## config.mk

```make
export PLATFORM = sky130hd
export DESIGN_NAME = svpd_sqrt
export DESIGN_NICKNAME = d
export VERILOG_FILES = /design/src/hdl/svpd_pkg.sv /design/src/hdl/svpd_sqrt.sv
export SDC_FILE = /design/constraint.sdc
export NUM_CORES = 2
export LEC_CHECK = 0
export ABC_AREA = 1
export BUFFER_PORTS_ARGS = -buffer_cell sky130_fd_sc_hd__buf_4
export CAP_MARGIN = 20
export CORE_MARGIN = 4
export CORE_UTILIZATION = 55
export CTS_CLUSTER_SIZE = 14
export DETAILED_ROUTE_END_ITERATION = 6
export PLACE_DENSITY = 0.7
export REMOVE_ABC_BUFFERS = 1
export SKIP_CTS_REPAIR_TIMING = 1
export SYNTH_ARGS = -nofsm -noshare
export SYNTH_HDL_FRONTEND = slang
export SYNTH_SLANG_ARGS = --single-unit
export TNS_END_PERCENT = 100
```

## constraint.sdc

```tcl
create_clock -name clock -period 41 [get_ports clock]
set_input_delay 4.1 -clock clock [delete_from_list [all_inputs] [get_ports clock]]
set_output_delay 4.1 -clock clock [all_outputs]
set_load 0.005 [all_outputs]
```

## src/hdl/svpd_pkg.sv

```systemverilog
`timescale 1ns / 1ps
// svpd_pkg: shared types and fixed-point constants for the SVPWM duty unit.
// No dependencies.
package svpd_pkg;

   localparam int ANGLE_BITS_DEF = 16;

   localparam logic [14:0] SUPPLY_RST = 15'd12000;
   localparam logic [15:0] PERIOD_RST = 16'd1000;

   localparam logic [30:0] Q30_ONE   = 31'h4000_0000;
   localparam logic [30:0] PI3_Q30   = 31'd1124419809;
   localparam logic [30:0] SQRT3_Q30 = 31'd1859775393;
   localparam logic [15:0] UREF_MAX  = 16'd37814;

   // exact reciprocals for operands below 2^31
   localparam logic [31:0] RCP42    = 32'd3272356036;
   localparam int          RCP42_SH = 37;
   localparam logic [31:0] RCP20    = 32'd3435973837;
   localparam int          RCP20_SH = 36;
   localparam logic [31:0] RCP6     = 32'd2863311531;
   localparam int          RCP6_SH  = 34;

   typedef enum logic [2:0] {
      SEC_NONE = 3'd0,
      SEC_1    = 3'd1,
      SEC_2    = 3'd2,
      SEC_3    = 3'd3,
      SEC_4    = 3'd4,
      SEC_5    = 3'd5,
      SEC_6    = 3'd6
   } sector_type;

   // angle info carried beside the magnitude path
   typedef struct packed {
      logic [23:0] frac;   // offset inside the sector, Q24
      sector_type  sector;
   } ang_side_type;

   typedef struct packed {
      logic [15:0] uref;   // normalized magnitude, Q16
      sector_type  sector;
   } mag_side_type;

endpackage

```

## src/hdl/svpd_sqrt.sv

```systemverilog
`timescale 1ns / 1ps
// svpd_sqrt: pipelined restoring square root, floor(sqrt(in_sq * 2^32)).
// One result bit per stage. Depends on svpd_pkg.
module svpd_sqrt
   import svpd_pkg::*;
(
   input  logic         clock,
   input  logic         reset,
   input  logic         in_valid,
   output logic         in_ready,
   input  logic [31:0]  in_sq,
   input  ang_side_type in_side,
   output logic         out_valid,
   input  logic         out_ready,
   output logic [31:0]  out_root,
   output ang_side_type out_side
);

   localparam int DEPTH = 32;

   typedef struct packed {
      logic [33:0] rem;
      logic [31:0] root;
   } sq_acc_type;

   function automatic sq_acc_type sq_step(input sq_acc_type cur, input logic [1:0] dig);
      logic [35:0] acc;
      logic [35:0] trial;
      sq_acc_type  nxt;
      acc   = {cur.rem, dig};
      trial = {2'b00, cur.root, 2'b01};
      if (acc >= trial) begin
         nxt.rem  = 34'(acc - trial);
         nxt.root = {cur.root[30:0], 1'b1};
      end else begin
         nxt.rem  = acc[33:0];
         nxt.root = {cur.root[30:0], 1'b0};
      end
      return nxt;
   endfunction

   logic [DEPTH-1:0] v_ff;
   logic [DEPTH:0]   rdy;
   sq_acc_type       acc_ff  [DEPTH];
   sq_acc_type       acc_in  [DEPTH];
   logic [31:0]      x_ff    [DEPTH];
   logic [31:0]      x_in    [DEPTH];
   ang_side_type     side_ff [DEPTH];

   always_comb begin
      rdy[DEPTH] = out_ready;
      for (int k = DEPTH - 1; k >= 0; k--) begin
         rdy[k] = !v_ff[k] || rdy[k + 1];
      end
      acc_in[0] = sq_step('0, in_sq[31:30]);
      x_in[0]   = {in_sq[29:0], 2'b00};
      for (int k = 1; k < DEPTH; k++) begin
         acc_in[k] = sq_step(acc_ff[k - 1], x_ff[k - 1][31:30]);
         x_in[k]   = {x_ff[k - 1][29:0], 2'b00};
      end
   end

   always_ff @(posedge clock) begin
      if (reset) begin
         v_ff <= '0;
      end else begin
         if (rdy[0]) begin
            v_ff[0] <= in_valid;
         end
         for (int k = 1; k < DEPTH; k++) begin
            if (rdy[k]) begin
               v_ff[k] <= v_ff[k - 1];
            end
         end
      end
   end

   always_ff @(posedge clock) begin
      for (int k = 0; k < DEPTH; k++) begin
         if (rdy[k]) begin
            acc_ff[k] <= acc_in[k];
            x_ff[k]   <= x_in[k];
            side_ff[k] <= (k == 0) ? in_side : side_ff[(k == 0) ? 0 : k - 1];
         end
      end
   end

   assign in_ready  = rdy[0];
   assign out_valid = v_ff[DEPTH-1];
   assign out_root  = acc_ff[DEPTH-1].root;
   assign out_side  = side_ff[DEPTH-1];

endmodule

```

==> summary.txt <==
Status
  • Run status: finished, violations left
  • Failing checks: DRC

Timing
  • Worst Tran Pin Value: 1090 ps
  • Worst hold slack: 387 ps
  • RSZ-0062 raised after global routing: no
  • Endpoints failing setup: 0
  • Max Clock Skew: 74.5 ps
  • Fmax achieved: 69.3 MHz
  • Final Hold Vio Count: 0
  • Minimum clock period: 14430 ps
  • Slew margin rel.: 27.1%
  • Tcrit/Tclk final: 35.2%
  • Setup TNS: 0 ps
  • Slew Viols, Final: 0

Die
  • Top Ports: 124
  • Die height: 475 microns
  • Starting density of the core: 55.3%
  • FP Rows: 171
  • Die X: 475 microns
  • Core ar.: 217000 sq um
  • Die Area: 226000 sq um

Synthesis
  • Netlist Area Pre-Place: 120000 sq um
  • Prevailing post-synth register cell: edfxtp_1
  • Yosys Warn Count: 0
  • Synth Instances: 9922
  • Avg Synthesized Cell Area: 12.1 sq um
  • Asr flop ratio synth: 0%
  • Netlist cell types: 72
  • Register area share after synthesis: 66.1%
  • Flops & latches, synth: 2652
  • Post-synth EDFFs: 2620

GRT
  • Global-route wire length before repair: 367000 microns
  • GRT overflow: 0
  • Initial antenna violation count: 2
  • Largest net degree at the start of global routing: 92
  • Vias in the first global route: 71200
  • GRT Overall Usage: 20.2%

Setup path
  • CP max stage cell: nand4_4
  • Top delay family on crit path: simple AND/OR/NAND/NOR gates
  • Crit. End Element: output port
  • CP Launch Type: input port
  • CP most frequent cell: nand4_4
  • CP Max Fanout: 63
  • Data required, critical path: 36900 ps
  • Critical path class: input port to output port
  • Worst-path cell chain: buf_4 > inv_1 > nand4_4 > nor3_4 > nand4_4 > nor2_4 > nand4_4 > nor2_4 > nand4_4 > nor2_4 > nand4_4 > nor2_4 > nand4_4 > nor2_4 > nand4_4 > nor2_8 > nand4_4 > buf_4 > buf_4
  • Bufs and invs on worst path: 4
  • Critical Path Max Stage Delay: 490 ps
  • Worst setup startpoint: out_ready
  • WP data arrival: 10330 ps
  • FF-to-FF Start: v_ff[31]

Cells and area
  • Final net count: 10800
  • Area of the multi-input gates: 34800 sq um
  • Synth-to-Final Area Change: 11.2%
  • Filler Cell Count: 16200
  • Register area: 79300 sq um
  • Layout cells sized above 1: 6.65%

Hold path
  • Hold Crit Start: side_ff[1][29]
  • HP Class: flip-flop to flip-flop

CTS
  • H-tree Lvls: 5
  • CTS tree: built
  • Max Root-Sink Buffers: 4
  • Clk_lat worst skew: 920 ps
  • Clock Pin Slew Worst Setup and Hold Paths: 60 ps
  • Root buffer cell: clkbuf_16
  • CTS Sinks: 2652
  • Total CTS buffers: 290

Drt
  • Avg WL per Cell: 17.1 microns
  • Drt first pass iters: 7
  • Antenna-violating nets left: 0
  • Post-Route WL: 227000 microns
  • DRC Markers: 1
  • Iter 0 DRT Violations: 5087
  • Vias: 70600
  • Via density: 5.32

Placed design
  • Port bufs: 123
  • GP Congestion: 0.919
  • DP HPWL: 168000 microns

Pwr
  • PwrDens: 54.5 nW/um^2
  • Peak supply drop: 0.0509 mV
  • Leak: 0.0555 uW

Flow run
  • Max-Cap Viols: 0
-- registers in the layout, indices dropped and copies added, names as in the netlist --
register,count
acc_ff,1516
v_ff,32
x_ff,240
side_ff,864
-- worst paths after layout --
kind	endpoint	slack (ps)	depth (start not counted)
max	in_ready	26570	19
min	side_ff[1][56]	390	0
max reg2reg	acc_ff[0][250]	33820	16
min reg2reg	side_ff[1][56]	390	0
-- stage by stage --
| stage | worst slack [ps] | power, uW | utilization (%) | area [sq um] | cells |
|---|---|---|---|---|---|
| 6_report | 26570 | 7270 | 61.5 | 133000 | 13300 |
| 3_5_place_dp | 26510 | 4820 | 57.2 | 124000 | 12800 |
| 5_1_grt | 25980 | 7640 | 61.5 | 133000 | 13300 |
| 3_3_place_gp | 26790 | 4780 | 57.2 | 124000 | 12800 |
| 2_1_floorplan | 22480 | 4470 | - | 119000 | 9762 |
| 4_1_cts | 26460 | 7330 | 61.4 | 133000 | 13300 |
-- synth_stat cells, drive strengths merged, types with 11 or more instances --
cell,number,area (sq um)
xnor2,420,3680
edfxtp,2620,78700
a31oi,37,231
o211ai,15,113
o21bai,52,390
o221ai,12,105
dfxtp,32,641
nand4,117,852
or2,30,188
a211oi,12,90.1
xor2,415,3630
buf,81,542
a21boi,18,139
o21a,27,203
nor3,162,842
ha,531,6640
a21o,16,120
o31ai,12,90.1
nand3,262,1330
nor4,84,532
o21ai,530,2650
fa,15,300
nor2,893,3420
nand3b,11,82.6
o2111ai,14,123
a21oi,710,3560
nand2,1285,4840
clkbuf,79,297
inv,1372,5150
-- power breakdown --
group          internal (uW)  switching, uW  leakage [uW]
combinational            416            635        0.0249
clock                   1490           1000       0.00444
sequential              3430            292        0.0262
-- cells by family after synthesis --
family | Yosys count | share of synthesized area, %
other | 1 | 0.00313
muxes | 4 | 0.0376
buffers and inverters | 1537 | 5.01
AOI/OAI and AO/OA | 1484 | 6.74
adders and majority gates | 546 | 5.79
DFF | 2652 | 66.1
xor gates and xnor gates | 835 | 6.10
and+or+nand+nor | 2863 | 10.2
-- layout by cell type (no fill, tap or decap), types with 15 or more instances in the layout --
cell type,n
clkbuf_1,47
nand4_1,109
o21ai_1,29
o21ai_0,501
bufinv_16,26
nand2_1,1271
nor2_1,876
clkinv_1,50
nor4_1,83
buf_4,167
nand3_1,252
nor3_1,156
a21o_1,16
or2_2,28
edfxtp_1,2620
a21oi_1,707
dfxtp_1,32
clkinvlp_4,15
o21a_1,27
clkbuf_16,296
o211ai_1,15
a31oi_1,37
xnor2_1,420
ha_1,531
clkinv_2,55
o21bai_1,52
inv_1,1353
xor2_1,415
fa_1,15
-- per-layer routing --
layer | global-route usage [%] | vias to the layer above | part of all wire [%]
met4 | 6.28 | 0 | 2.8
met5 | 0 | - | 0
met3 | 3.08 | 432 | 4.3
li1 | - | 35100 | -
met1 | 24.8 | 33500 | 42
met2 | 36.5 | 1587 | 51
-- layout make-up --
type	instances	share of cell area, %
flip-flops and latches	2652	59.5
multi-input cells	5733	26.1
clock buffers	348	5.74
inverters	1377	3.89
well taps	2854	2.68
clock inverters	150	1.08
repair buffers	172	1.03
diodes	1	0.00188
-- worst reg2reg max path, stage by stage, from the launching register on --
cell and delay (ps):
dfxtp_1 470, nand4_4 450, nor3_4 400, nand4_4 420, nor2_4 400, nand4_4 430, nor2_4 420, nand4_4 260
nor2_4 310, nand4_4 450, nor2_4 430, nand4_4 160, nor2_4 260, nand4_4 500, nor2_8 370, clkinv_2 560
buf_4 540
(Power assumes the default switching activity.)
